## src/hdl/ihc_pkg.sv

```systemverilog
// Shared types and constants for the IPv4 probe header classifier.
// No dependencies; imported by every module in hdl/.
package ihc_pkg;

    localparam int LENGTH_BITS_DEF = 16;

    localparam logic [15:0] ETH_TYPE_IPV4   = 16'h0800;
    localparam logic [15:0] ETH_TYPE_VLAN   = 16'h8100;
    localparam logic [15:0] ETH_TYPE_QINQ   = 16'h88A8;

    localparam logic [15:0] MORE_FRAGMENTS  = 16'h2000;
    localparam logic [15:0] OFFSET_MASK     = 16'h1FFF;

    localparam logic [7:0]  IP_PROTO_TCP    = 8'd6;
    localparam logic [7:0]  IP_PROTO_UDP    = 8'd17;

    localparam logic [3:0]  IP_VERSION_4    = 4'd4;
    localparam logic [3:0]  IHL_MIN         = 4'd5;

    localparam logic [7:0]  TCP_FIN         = 8'h01;
    localparam logic [7:0]  TCP_SYN         = 8'h02;
    localparam logic [7:0]  TCP_RST         = 8'h04;
    localparam logic [7:0]  TCP_ACK         = 8'h10;

    typedef enum logic [2:0] {
        CLS_TRUNCATED   = 3'd0,
        CLS_UNSUPPORTED = 3'd1,
        CLS_FRAGMENT    = 3'd2,
        CLS_TCP_PROBE   = 3'd3,
        CLS_UDP_PROBE   = 3'd4,
        CLS_BAD_SYN     = 3'd5,
        CLS_OTHER_IPV4  = 3'd6
    } frame_class_t;

    // Header fields captured so far in the current frame.
    typedef struct packed {
        logic [15:0] ether_type;
        logic        tag_seen;
        logic [7:0]  ver_ihl;
        logic [15:0] tot_len;
        logic [15:0] frag_word;
        logic [7:0]  protocol;
        logic [31:0] src_word;
        logic [15:0] port_word;
        logic [7:0]  tcp_flags;
        logic [15:0] udp_len;
    } hdr_state_t;

    // One classification result.
    typedef struct packed {
        frame_class_t cls;
        logic         ipv4_valid;
        logic [31:0]  src_addr;
        logic [7:0]   proto;
        logic [15:0]  dst_port;
    } result_t;

    function automatic logic is_tag_type(input logic [15:0] t);
        return (t == ETH_TYPE_VLAN) || (t == ETH_TYPE_QINQ);
    endfunction

endpackage

```

## src/hdl/ihc_capture.sv

```systemverilog
// Byte counter and header field capture registers.
// Depends on ihc_pkg.
module ihc_capture
    import ihc_pkg::*;
#(
    parameter int LENGTH_BITS = LENGTH_BITS_DEF
) (
    input  logic                   aclk,
    input  logic                   aresetn,
    input  logic                   step,
    input  logic [7:0]             data_byte,
    input  logic                   data_last,
    output hdr_state_t             cap,
    output logic [LENGTH_BITS-1:0] len
);

    localparam logic [LENGTH_BITS-1:0] POS_MAX = '1;

    hdr_state_t             st_reg, st_next;
    logic [LENGTH_BITS-1:0] pos_reg, pos_next;
    logic [LENGTH_BITS-1:0] l3, r, s, hdr;
    logic [15:0]            et_shift;
    logic                   et_hit;

    assign l3       = st_reg.tag_seen ? LENGTH_BITS'(18) : LENGTH_BITS'(14);
    assign r        = pos_reg - l3;
    assign hdr      = LENGTH_BITS'({st_reg.ver_ihl[3:0], 2'b00});
    assign s        = r - hdr;
    assign et_shift = {st_reg.ether_type[7:0], data_byte};
    assign et_hit   = (pos_reg == LENGTH_BITS'(12)) || (pos_reg == LENGTH_BITS'(13)) ||
                      (st_reg.tag_seen && ((pos_reg == LENGTH_BITS'(16)) ||
                                           (pos_reg == LENGTH_BITS'(17))));

    // saturating byte count
    assign len = (pos_reg == POS_MAX) ? pos_reg : pos_reg + LENGTH_BITS'(1);

    // fields after taking in the current byte
    always_comb begin
        cap = st_reg;
        if (et_hit) begin
            cap.ether_type = et_shift;
            if (pos_reg == LENGTH_BITS'(13)) begin
                cap.tag_seen = is_tag_type(et_shift);
            end
        end else if (pos_reg >= l3) begin
            if (r == LENGTH_BITS'(0)) begin
                cap.ver_ihl = data_byte;
            end else if (r == LENGTH_BITS'(2) || r == LENGTH_BITS'(3)) begin
                cap.tot_len = {st_reg.tot_len[7:0], data_byte};
            end else if (r == LENGTH_BITS'(6) || r == LENGTH_BITS'(7)) begin
                cap.frag_word = {st_reg.frag_word[7:0], data_byte};
            end else if (r == LENGTH_BITS'(9)) begin
                cap.protocol = data_byte;
            end else if (r >= LENGTH_BITS'(12) && r <= LENGTH_BITS'(15)) begin
                cap.src_word = {st_reg.src_word[23:0], data_byte};
            end
            // transport header, offset by the IPv4 header length
            if (r != LENGTH_BITS'(0) && st_reg.ver_ihl[3:0] >= IHL_MIN && r >= hdr) begin
                if (s == LENGTH_BITS'(2) || s == LENGTH_BITS'(3)) begin
                    cap.port_word = {st_reg.port_word[7:0], data_byte};
                end else if (s == LENGTH_BITS'(4) || s == LENGTH_BITS'(5)) begin
                    cap.udp_len = {st_reg.udp_len[7:0], data_byte};
                end else if (s == LENGTH_BITS'(13)) begin
                    cap.tcp_flags = data_byte;
                end
            end
        end
    end

    always_comb begin
        st_next  = st_reg;
        pos_next = pos_reg;
        if (step) begin
            if (data_last) begin
                st_next  = '0;
                pos_next = '0;
            end else begin
                st_next  = cap;
                pos_next = len;
            end
        end
    end

    always_ff @(posedge aclk) begin
        if (!aresetn) begin
            st_reg  <= '0;
            pos_reg <= '0;
        end else begin
            st_reg  <= st_next;
            pos_reg <= pos_next;
        end
    end

endmodule

```

## src/hdl/ihc_classify.sv

```systemverilog
// End-of-frame decision logic over the captured header fields.
// Depends on ihc_pkg.
module ihc_classify
    import ihc_pkg::*;
#(
    parameter int LENGTH_BITS = LENGTH_BITS_DEF
) (
    input  hdr_state_t             cap,
    input  logic [LENGTH_BITS-1:0] len,
    output result_t                res
);

    // wide enough for the frame length and for a 16-bit field plus offset
    localparam int CW = ((LENGTH_BITS > 16) ? LENGTH_BITS : 16) + 1;

    logic [CW-1:0] len_w, l3, hdr, l4;
    logic [3:0]    ihl;
    logic          short_eth, inner_tag, not_ipv4, hdr_bad, frag;
    logic          fin, syn, rst, ack, tcp_short, udp_bad;

    assign ihl   = cap.ver_ihl[3:0];
    assign len_w = CW'(len);
    assign l3    = cap.tag_seen ? CW'(18) : CW'(14);
    assign hdr   = CW'({ihl, 2'b00});
    assign l4    = l3 + hdr;

    assign short_eth = (len_w < CW'(14)) || (cap.tag_seen && len_w < CW'(18));
    assign inner_tag = cap.tag_seen && is_tag_type(cap.ether_type);
    assign not_ipv4  = cap.ether_type != ETH_TYPE_IPV4;
    assign hdr_bad   = (len_w < l3 + CW'(20)) || (cap.ver_ihl[7:4] != IP_VERSION_4) ||
                       (ihl < IHL_MIN) || (len_w < l4) || (CW'(cap.tot_len) < hdr) ||
                       (CW'(cap.tot_len) + l3 > len_w);
    assign frag      = (cap.frag_word & (MORE_FRAGMENTS | OFFSET_MASK)) != 16'd0;

    assign fin = (cap.tcp_flags & TCP_FIN) != 8'd0;
    assign syn = (cap.tcp_flags & TCP_SYN) != 8'd0;
    assign rst = (cap.tcp_flags & TCP_RST) != 8'd0;
    assign ack = (cap.tcp_flags & TCP_ACK) != 8'd0;

    assign tcp_short = len_w < l4 + CW'(20);
    assign udp_bad   = (len_w < l4 + CW'(8)) || (cap.udp_len < 16'd8) ||
                       (CW'(cap.udp_len) + l4 > len_w);

    always_comb begin
        res = '{cls: CLS_TRUNCATED, ipv4_valid: 1'b0, src_addr: 32'd0,
                proto: 8'd0, dst_port: 16'd0};
        if (short_eth) begin
            res.cls = CLS_TRUNCATED;
        end else if (inner_tag || not_ipv4) begin
            res.cls = CLS_UNSUPPORTED;
        end else if (hdr_bad) begin
            res.cls = CLS_TRUNCATED;
        end else begin
            res.ipv4_valid = 1'b1;
            res.src_addr   = cap.src_word;
            if (frag) begin
                res.cls = CLS_FRAGMENT;
            end else if (cap.protocol == IP_PROTO_TCP) begin
                if (tcp_short) begin
                    res.cls = CLS_TRUNCATED;
                end else if (syn && (fin || rst)) begin
                    res.cls = CLS_BAD_SYN;
                end else if (syn && !ack) begin
                    res.cls      = CLS_TCP_PROBE;
                    res.proto    = IP_PROTO_TCP;
                    res.dst_port = cap.port_word;
                end else begin
                    res.cls = CLS_OTHER_IPV4;
                end
            end else if (cap.protocol == IP_PROTO_UDP) begin
                if (udp_bad) begin
                    res.cls = CLS_TRUNCATED;
                end else begin
                    res.cls      = CLS_UDP_PROBE;
                    res.proto    = IP_PROTO_UDP;
                    res.dst_port = cap.port_word;
                end
            end else begin
                res.cls = CLS_OTHER_IPV4;
            end
        end
    end

endmodule

```

## src/hdl/ipv4_probe_header_classifier_unit.sv

```systemverilog
// Top level of the IPv4 probe header classifier.
// Depends on ihc_pkg, ihc_capture and ihc_classify.
//
// Usage:
//   s_ channel: one frame byte per item (s_frame_byte), s_frame_last marks the
//   final byte. Bytes of back-to-back frames may stream without gaps.
//   m_ channel: one result item per frame, issued for the last byte: class,
//   ipv4_valid, source address, protocol and destination port.
// Timing:
//   One byte per cycle sustained while no last byte waits on a pending result.
//   A byte goes into the input register when accepted and is counted/captured
//   at the edge that takes it out of that register; for a last byte the
//   classification is loaded into the result register at that same edge, raising m_valid.
//   The capture and classification logic sits between these two registers.
// Stall:
//   While a result waits on m_ready, non-last bytes still flow; a last byte
//   holds in the input register until the result register frees up, and
//   s_ready drops only then.
// Reset:
//   aresetn (sync, active low) empties both registers and clears the byte
//   count and all captured fields; the next byte starts a new frame.
module ipv4_probe_header_classifier_unit
    import ihc_pkg::*;
#(
    parameter int LENGTH_BITS = LENGTH_BITS_DEF
) (
    input  logic        aclk,
    input  logic        aresetn,

    input  logic        s_valid,
    output logic        s_ready,
    input  logic [7:0]  s_frame_byte,
    input  logic        s_frame_last,

    output logic        m_valid,
    input  logic        m_ready,
    output logic [2:0]  m_frame_class,
    output logic        m_ipv4_valid,
    output logic [31:0] m_source_address,
    output logic [7:0]  m_transport_protocol,
    output logic [15:0] m_dst_port
);

    // input register
    logic       in_vld_reg, in_vld_next;
    logic [7:0] in_byte_reg;
    logic       in_last_reg;

    // result register
    logic       m_valid_reg, m_valid_next;
    result_t    res_reg;
    result_t    res_next;

    hdr_state_t             cap;
    logic [LENGTH_BITS-1:0] len;
    logic                   out_free, proc, s_acc;

    assign out_free = !m_valid_reg || m_ready;
    // a non-last byte never needs the result register
    assign proc     = in_vld_reg && (!in_last_reg || out_free);
    assign s_ready  = !in_vld_reg || proc;
    assign s_acc    = s_valid && s_ready;

    ihc_capture #(
        .LENGTH_BITS (LENGTH_BITS)
    ) u_capture (
        .aclk      (aclk),
        .aresetn   (aresetn),
        .step      (proc),
        .data_byte (in_byte_reg),
        .data_last (in_last_reg),
        .cap       (cap),
        .len       (len)
    );

    ihc_classify #(
        .LENGTH_BITS (LENGTH_BITS)
    ) u_classify (
        .cap (cap),
        .len (len),
        .res (res_next)
    );

    always_comb begin
        in_vld_next = in_vld_reg;
        if (s_acc) begin
            in_vld_next = 1'b1;
        end else if (proc) begin
            in_vld_next = 1'b0;
        end
    end

    always_comb begin
        m_valid_next = m_valid_reg;
        if (proc && in_last_reg) begin
            m_valid_next = 1'b1;
        end else if (m_ready) begin
            m_valid_next = 1'b0;
        end
    end

    always_ff @(posedge aclk) begin
        if (!aresetn) begin
            in_vld_reg  <= 1'b0;
            m_valid_reg <= 1'b0;
        end else begin
            in_vld_reg  <= in_vld_next;
            m_valid_reg <= m_valid_next;
        end
    end

    // payload registers, no reset
    always_ff @(posedge aclk) begin
        if (s_acc) begin
            in_byte_reg <= s_frame_byte;
            in_last_reg <= s_frame_last;
        end
        if (proc && in_last_reg) begin
            res_reg <= res_next;
        end
    end

    assign m_valid              = m_valid_reg;
    assign m_frame_class        = res_reg.cls;
    assign m_ipv4_valid         = res_reg.ipv4_valid;
    assign m_source_address     = res_reg.src_addr;
    assign m_transport_protocol = res_reg.proto;
    assign m_dst_port           = res_reg.dst_port;

`ifndef SYNTHESIS
    // a finished frame always lands in the result register
    a_last_loads: assert property (@(posedge aclk) disable iff (!aresetn)
        proc && in_last_reg |=> m_valid_reg)
        else $error("last byte processed without a result");

    // a last byte is never processed over a pending, untaken result
    a_no_overwrite: assert property (@(posedge aclk) disable iff (!aresetn)
        proc && in_last_reg |-> !m_valid_reg || m_ready)
        else $error("result overwritten");

    a_src_zero: assert property (@(posedge aclk) disable iff (!aresetn)
        m_valid_reg && !res_reg.ipv4_valid |-> res_reg.src_addr == 32'd0)
        else $error("source address without valid IPv4 header");

    a_probe_fields: assert property (@(posedge aclk) disable iff (!aresetn)
        m_valid_reg && (res_reg.proto != 8'd0 || res_reg.dst_port != 16'd0) |->
        (res_reg.cls == CLS_TCP_PROBE && res_reg.proto == IP_PROTO_TCP) ||
        (res_reg.cls == CLS_UDP_PROBE && res_reg.proto == IP_PROTO_UDP))
        else $error("protocol or port outside a probe result");

    a_probe_valid: assert property (@(posedge aclk) disable iff (!aresetn)
        m_valid_reg && (res_reg.cls == CLS_TCP_PROBE || res_reg.cls == CLS_UDP_PROBE ||
                        res_reg.cls == CLS_FRAGMENT) |-> res_reg.ipv4_valid)
        else $error("IPv4 class without ipv4_valid");
`endif

endmodule
```

## config.mk

```make
export PLATFORM = sky130hd
export DESIGN_NAME = ipv4_probe_header_classifier_unit
export DESIGN_NICKNAME = d
export VERILOG_FILES = /design/src/hdl/ihc_pkg.sv /design/src/hdl/ihc_capture.sv /design/src/hdl/ihc_classify.sv /design/src/hdl/ipv4_probe_header_classifier_unit.sv
export SDC_FILE = /design/constraint.sdc
export NUM_CORES = 1
export LEC_CHECK = 0
export BUFFER_PORTS_ARGS = -buffer_cell sky130_fd_sc_hd__buf_4
export CAP_MARGIN = 20
export CELL_PAD_IN_SITES_DETAIL_PLACEMENT = 1
export CELL_PAD_IN_SITES_GLOBAL_PLACEMENT = 1
export CORE_UTILIZATION = 48
export DETAILED_ROUTE_END_ITERATION = 8
export PLACE_DENSITY = 0.78
export SETUP_SLACK_MARGIN = 0.2
export SYNTH_ARGS = -nofsm -noshare
export SYNTH_HDL_FRONTEND = slang
export SYNTH_SLANG_ARGS = --single-unit
```

## constraint.sdc

```tcl
create_clock -name aclk -period 11 [get_ports aclk]
set_input_delay 1.65 -clock aclk [delete_from_list [all_inputs] [get_ports aclk]]
set_output_delay 1.65 -clock aclk [all_outputs]
set_load 0.02 [all_outputs]
```

### Yosys cells after proc, flatten, opt, wreduce, memory -nomap -nowiden

Index checks and enable logic that the tools add are counted.

| cells by class | value |
|---|---|
| add/sub/neg operators | 9 |
| magnitude comparators | 16 |
| equal/unequal tests | 23 |
| muxes and demuxes | 45 |
| reduce and logical (&&, ||, !) cells | 45 |

Operator list:

| operator | number |
|---|---|
| $mux 120 | 2 |
| $mux 24 | 6 |
| $mux 137 | 1 |
| $mux 16 | 6 |
| $eq 16x16->1 const B | 5 |
| $mux 40 | 2 |
| $mux 72 | 1 |
| $lt 16x17->1 | 4 |
| $eq 16x2->1 const B | 4 |
| $eq 16x3->1 const B | 4 |
| $eq 16x4->1 const B | 4 |
| $mux 32 | 2 |
| $mux 57 | 1 |
| $mux 56 | 1 |
| $add 16x17->17 | 2 |
| $add 17x5->17 const B | 2 |
| $gt 17x16->1 | 2 |
| $eq 16x5->1 const B | 2 |
| $lt 16x4->1 const B | 2 |
| $mux 8 | 4 |
| $reduce_bool 16->1 | 2 |
| $logic_or 1x1->1 | 22 |
| $mux 21 | 1 |
| $mux 19 | 1 |
| 29 further kinds | 55 |

| word-level totals | value |
|---|---|
| flip-flop bits (word level) | 218 |
| bits of input ports | 13 |
| logic and storage cells | 160 |

### Longest topological paths before layout

| logic depth | value |
|---|---|
| word-level depth | 22 |
| mapped depth | 37 |

### Hierarchy

From an unflattened synthesis, not the netlist that was laid out.

| unflattened totals | value |
|---|---|
| cells, all modules | 1706 |
| area, all modules | 15593.7 um^2 |

Modules (own cells, without submodules):

| module | instances | cells each | area each (um^2) | sequential area each (um^2) |
|---|---|---|---|---|
| ihc_capture | 1 | 1214 | 10390.0 | 3062.9 |
| ihc_classify | 1 | 411 | 3014.1 | 0.0 |
| ipv4_probe_header_classifier_unit | 1 | 81 | 2189.6 | 2112.0 |

### Least setup slack after synthesis

Ideal clock, no wire load.

| timing path | value |
|---|---|
| kind | reg-to-reg |
| start | register u_capture.pos_reg[2] |
| end | register res_reg (netlist bit m_dst_port[10]), data pin |
| library setup time | 0.140 ns |
| arrival time | 7.655 ns |
| slack | 3.205 ns |
| cell stages (with the launch flop) | 37 |
| buffers on the path | 3 |
| cells stage by stage | dfxtp_1 -> clkbuf_1 -> inv_1 -> fa_1 -> nor2b_1 -> o22a_1 -> xnor2_1 -> or2_2 -> clkbuf_1 -> or2_2 -> nor4_2 -> mux2i_1 -> inv_1 -> ha_1 -> a21o_1 -> a21oi_1 -> xnor2_1 -> inv_1 -> ha_1 -> nand4_1 -> nor2_1 -> o21ai_0 -> a21boi_0 -> nand3_1 -> xor2_1 -> a21oi_1 -> ha_1 -> a21oi_1 -> nor2b_1 -> o21ai_0 -> o211ai_1 -> a31oi_1 -> o21ai_0 -> nor3b_1 -> o21bai_4 -> buf_4 -> nor2_1 |

| on the way | value |
|---|---|
| word-level cells in the longest chain between the ends | 15 |
| elaborated cells between the ends (all ways) | 98 |

RTL lines:

| item | line | text |
|---|---|---|
| from (decl) | ihc_capture.sv:20 | `logic [LENGTH_BITS-1:0] pos_reg, pos_next;` |
| from (signal assigned) | ihc_capture.sv:90 | `pos_reg <= pos_next;` |
| $sub 16x16->16 | ihc_capture.sv:26 | `assign r = pos_reg - l3;` |
| $sub 16x6->16 | ihc_capture.sv:28 | `assign s = r - hdr;` |
| $eq 16x3->1 or $eq 16x4->1 (tied branches) | ihc_capture.sv:61, ihc_capture.sv:63 |  |
| $logic_or 1x1->1 or $mux 8 (tied branches) | ihc_capture.sv:61, ihc_capture.sv:63 |  |
| $mux 16 or $mux 8 (tied branches) | ihc_capture.sv:61 | `end else if (s == LENGTH_BITS'(4) \|\| s == LENGTH_BITS'(5)) begin` |
| $mux 24 | ihc_capture.sv:59 | `if (s == LENGTH_BITS'(2) \|\| s == LENGTH_BITS'(3)) begin` |
| $mux 40 | ihc_capture.sv:58 | `if (r != LENGTH_BITS'(0) && st_reg.ver_ihl[3:0] >= IHL_MIN && r >= hdr) begin` |
| $mux 120 | ihc_capture.sv:45 | `end else if (pos_reg >= l3) begin` |
| $mux 120 | ihc_capture.sv:40 | `if (et_hit) begin` |
| $add 16x17->17 (tied with other cells) | ihc_classify.sv:42 | `(CW'(cap.udp_len) + l4 > len_w);` |
| $gt 17x16->1 (tied with other cells) | ihc_classify.sv:42 |  |
| $logic_or 1x1->1 or $mux 19 (tied branches) | ihc_classify.sv:41, ihc_classify.sv:63 |  |
| $mux 21 or $mux 24 (tied branches) | ihc_classify.sv:71, ihc_classify.sv:61 |  |
| $mux 24, on equally long branches | ihc_classify.sv:70, ihc_classify.sv:59 |  |
| $mux 24 | ihc_classify.sv:58 | `end else if (cap.protocol == IP_PROTO_TCP) begin` |
| to (signal assigned) | ipv4_probe_header_classifier_unit.sv:119 | `res_reg <= res_next;` |
| to (decl) | ipv4_probe_header_classifier_unit.sv:51 | `result_t res_reg;` |

Several ways; a longest one is shown, not always the timed one. The select of a mux whose other input is x is not followed.
A chain may end at the register's enable or synchronous reset.

### Final worst setup path

| timing path | value |
|---|---|
| start | register u_capture.pos_reg[1] |
| end | register res_reg (netlist bit m_dst_port[5]), data pin |

The elaborated chain is that of the path after synthesis.

==> run metrics <==
number of pins exceeding their max-slew limit in the final report 0; H-Tree Level Count 1; Gate Count Post-Synth 1545; clock tree buffer depth 3; # nets final around 1700; static leakage power 5.40 nW; prevailing post-synth register cell sky130_fd_sc_hd__dfxtp_1; routed len/inst 23.1 um; MaxCap Viol Count 0; headroom to the max-slew limit a little under a quarter; path category of the worst min-delay check reg -> reg; worst-case setup slack after placement 1.68 ns; sort of element at the end of the critical path register; upper clock frequency limit 105 MHz; yosys warns 0; routed vias between 10000 and 15000; global-route wire length before repair approximately 70 mm; RePlAce Congestion 0.892; post-route minimum period between 9 and 10 ns; horizontal extent of the die roughly 170 um; worst path arrival time between 9 and 10 ns; Congestion Overflow GR 0; detailed-route vias per instance ~6.2; WS Path Type reg -> reg; clock sink total ~210; required time of the worst setup path 11.37 ns; proportion of layout cells with a drive suffix above 1 12.7%; Reg area around 0.0049 mm^2; final standard cell utilization of the core between 50% and 60%; number of buffers inserted by hold repair at cts 0; area of the mapped netlist about 0.014 mm^2; number of flip-flops in the largest register around 120; clock transition at the registers of the reported paths approximately 0.060 ns; final period utilization between 80 and 90%; minimum setup slack in the final design 1.49 ns; nature of the critical path startpoint register; clock tree skew after final layout a little under 0.009 ns; Power Density between 100 and 150 mW/mm^2; TritonCTS clock tree yes; global-route usage over all layers 31.4%; via count of the first global-routing pass ~12000; worst vdd rail ir drop between 100 and 150 uV; final hold slack 0.469 ns; non-filler instance count after layout 1964; IO buf count 70; clock buffer count from CTS 25; number of placed I/O pins 75; accumulated negative setup slack 0 ns; Yosys cell types 80; Post-synth EDFFs 63; pin count of the biggest net entering global routing 107; area of the multi-input gates about 0.0081 mm^2; unrepaired setup endpoints after global routing false; Starting Density about half; iteration-0 DRC count of the detailed router approximately 1000; standard cell core area 0.0278 mm^2; number of placed instances with taps included approximately 1900; Die Span Y between 150 and 200 um; antenna violations before repair 1; share of flip-flops with an asynchronous set or reset 0%; number of storage elements in the synthesis netlist 212; layout overhead on the synthesized area 11.9%; worst skew pair latency 0.54 ns; average cell area after synthesis 8.77 um^2; largest fanout on the critical path 16; clk root buf sky130_fd_sc_hd__clkbuf_16; number of hold violations in the final report 0; area of the die 0.0289 mm^2; slowest cell on the critical path sky130_fd_sc_hd__nor4_2; First-pass DRT Iterations 5; result of the run finished, final reports clean; # DRC 0; proportion of synthesized chip area in sequential cells between 30% and 40%; standard-cell row count 61; # fillers between 3000 and 4000; number of nets still failing antenna checks after routing 0; final setup violation count 0; Detail Placement HPWL around 32 mm; WL final roughly 45 mm; largest stage delay on the critical path 0.73 ns; post-CTS setup-driven buffer insertion count 0; number of cells upsized or downsized after cts 0; Slew @ Worst Pin 1.13 ns
power by group:
group,switching [mW],leakage (nW),internal (mW)
Combinational,0.0481,3.09,0.0194
Clock,0.354,0.418,0.511
Sequential,0.00641,1.89,0.806
cell type report:
type	count	area share [%]
Multi-Input combinational cell	1178	53.2
Sequential cell	212	32.1
Timing Repair Buffer	93	4.57
Clock buffer	30	4.45
Tap cell	378	3.12
Inverter	56	1.39
Clock inverter	16	1.17
Antenna cell	1	0.0165
placed cells by master, fill, tap and decap left out, types with 44 or more instances in the layout:
| cell type | synthesis | routed |
|---|---|---|
| sky130_fd_sc_hd__a21oi_1 | 48 | 48 |
| sky130_fd_sc_hd__a22oi_1 | 116 | 116 |
| sky130_fd_sc_hd__inv_1 | 56 | 56 |
| sky130_fd_sc_hd__buf_4 | 7 | 91 |
| sky130_fd_sc_hd__dfxtp_1 | 149 | 149 |
| sky130_fd_sc_hd__ha_1 | 78 | 78 |
| sky130_fd_sc_hd__mux2i_1 | 44 | 44 |
| sky130_fd_sc_hd__nor2b_1 | 141 | 141 |
| sky130_fd_sc_hd__nor2_1 | 88 | 86 |
| sky130_fd_sc_hd__edfxtp_1 | 63 | 63 |
| sky130_fd_sc_hd__o21ai_0 | 54 | 54 |
| sky130_fd_sc_hd__nand2_1 | 142 | 142 |
routing by layer:
layer | routed length [um] | track usage (%)
met5 | 0 | 0
met4 | 1030 | 8.07
met3 | 2470 | 4.02
met2 | 21600 | 53.0
met1 | 20200 | 42.1
final timing paths:
path | start | endpoint | slack, ns | cells past startpoint
setup / recovery | u_capture.pos_reg[1] | m_dst_port[5] | 1.49 | 33
hold / removal | u_capture.st_reg[117] | u_capture.st_reg[117] | 0.47 | 2
setup reg to reg | u_capture.pos_reg[1] | m_dst_port[5] | 1.49 | 33
hold reg to reg | u_capture.st_reg[117] | u_capture.st_reg[117] | 0.47 | 2
metrics by stage:
step           power (mW)  cell area [um^2]
2_1_floorplan       0.865             13600
3_3_place_gp        0.894             14300
3_5_place_dp        0.895             14300
4_1_cts              1.76             15100
5_1_grt              1.78             15200
6_report             1.74             15200
synth_stat cells, types with 4 or more instances:
| cell type | n | share of area [%] |
|---|---|---|
| sky130_fd_sc_hd__dfxtp_1 | 149 | 22 |
| sky130_fd_sc_hd__nand2_1 | 142 | 3.9 |
| sky130_fd_sc_hd__nor2b_1 | 141 | 6.5 |
| sky130_fd_sc_hd__a22oi_1 | 116 | 6.4 |
| sky130_fd_sc_hd__nor2_1 | 88 | 2.4 |
| sky130_fd_sc_hd__clkbuf_1 | 83 | 2.3 |
| sky130_fd_sc_hd__ha_1 | 78 | 7.2 |
| sky130_fd_sc_hd__edfxtp_1 | 63 | 14 |
| sky130_fd_sc_hd__inv_1 | 56 | 1.6 |
| sky130_fd_sc_hd__o21ai_0 | 54 | 2.0 |
| sky130_fd_sc_hd__a21oi_1 | 48 | 1.8 |
| sky130_fd_sc_hd__mux2i_1 | 44 | 3.2 |
| sky130_fd_sc_hd__nand3_1 | 41 | 1.5 |
| sky130_fd_sc_hd__xnor2_1 | 37 | 2.4 |
| sky130_fd_sc_hd__nand4_1 | 30 | 1.4 |
| sky130_fd_sc_hd__a21oi_2 | 29 | 1.9 |
| sky130_fd_sc_hd__and2_1 | 27 | 1.2 |
| sky130_fd_sc_hd__nor3_1 | 27 | 1.0 |
| sky130_fd_sc_hd__nor4_1 | 25 | 1.2 |
| sky130_fd_sc_hd__and3_1 | 24 | 1.1 |
| sky130_fd_sc_hd__xor2_1 | 20 | 1.3 |
| sky130_fd_sc_hd__a21o_1 | 16 | 0.89 |
| sky130_fd_sc_hd__a21boi_0 | 14 | 0.78 |
| sky130_fd_sc_hd__a31oi_1 | 12 | 0.55 |
| sky130_fd_sc_hd__mux2_2 | 12 | 1.0 |
| sky130_fd_sc_hd__nand2b_1 | 12 | 0.55 |
| sky130_fd_sc_hd__or4_1 | 11 | 0.61 |
| sky130_fd_sc_hd__o211ai_1 | 10 | 0.55 |
| sky130_fd_sc_hd__o22ai_1 | 8 | 0.37 |
| sky130_fd_sc_hd__a211oi_1 | 7 | 0.39 |
| sky130_fd_sc_hd__buf_4 | 7 | 0.39 |
| sky130_fd_sc_hd__o21ai_1 | 7 | 0.26 |
| sky130_fd_sc_hd__or3_1 | 7 | 0.32 |
| sky130_fd_sc_hd__buf_2 | 6 | 0.22 |
| sky130_fd_sc_hd__o21a_1 | 6 | 0.33 |
| sky130_fd_sc_hd__fa_1 | 5 | 0.74 |
| sky130_fd_sc_hd__nor3b_1 | 5 | 0.28 |
| sky130_fd_sc_hd__a2111oi_0 | 4 | 0.26 |
| sky130_fd_sc_hd__nor4b_1 | 4 | 0.26 |
| sky130_fd_sc_hd__or2_2 | 4 | 0.18 |
kinds of logic (layout without fill, tap and decap cells):
family,count (synthesis),in the layout,share of synthesized area (%)
xor+xnor,57,57,3.68
other cells,1,5,0.0277
fa+ha+maj,83,83,7.94
mux,56,56,4.25
compound gates,367,367,19.0
simple gates,611,611,24.3
flops,212,212,36.0
buf+inv,158,195,4.79
worst max-delay path, delay by kind of cell (launching register included):
family                   cells  cell delay (ns)
XOR/XNOR                     3             0.62
AND/OR/NAND/NOR             10             2.90
buffers and inverters        3             0.44
multiplexers                 1             0.50
AO/OA/AOI/OAI               12             2.91
adder cells (fa/ha/maj)      4             1.45
flip-flops                   1             0.53
(Power assumes the default switching activity.)
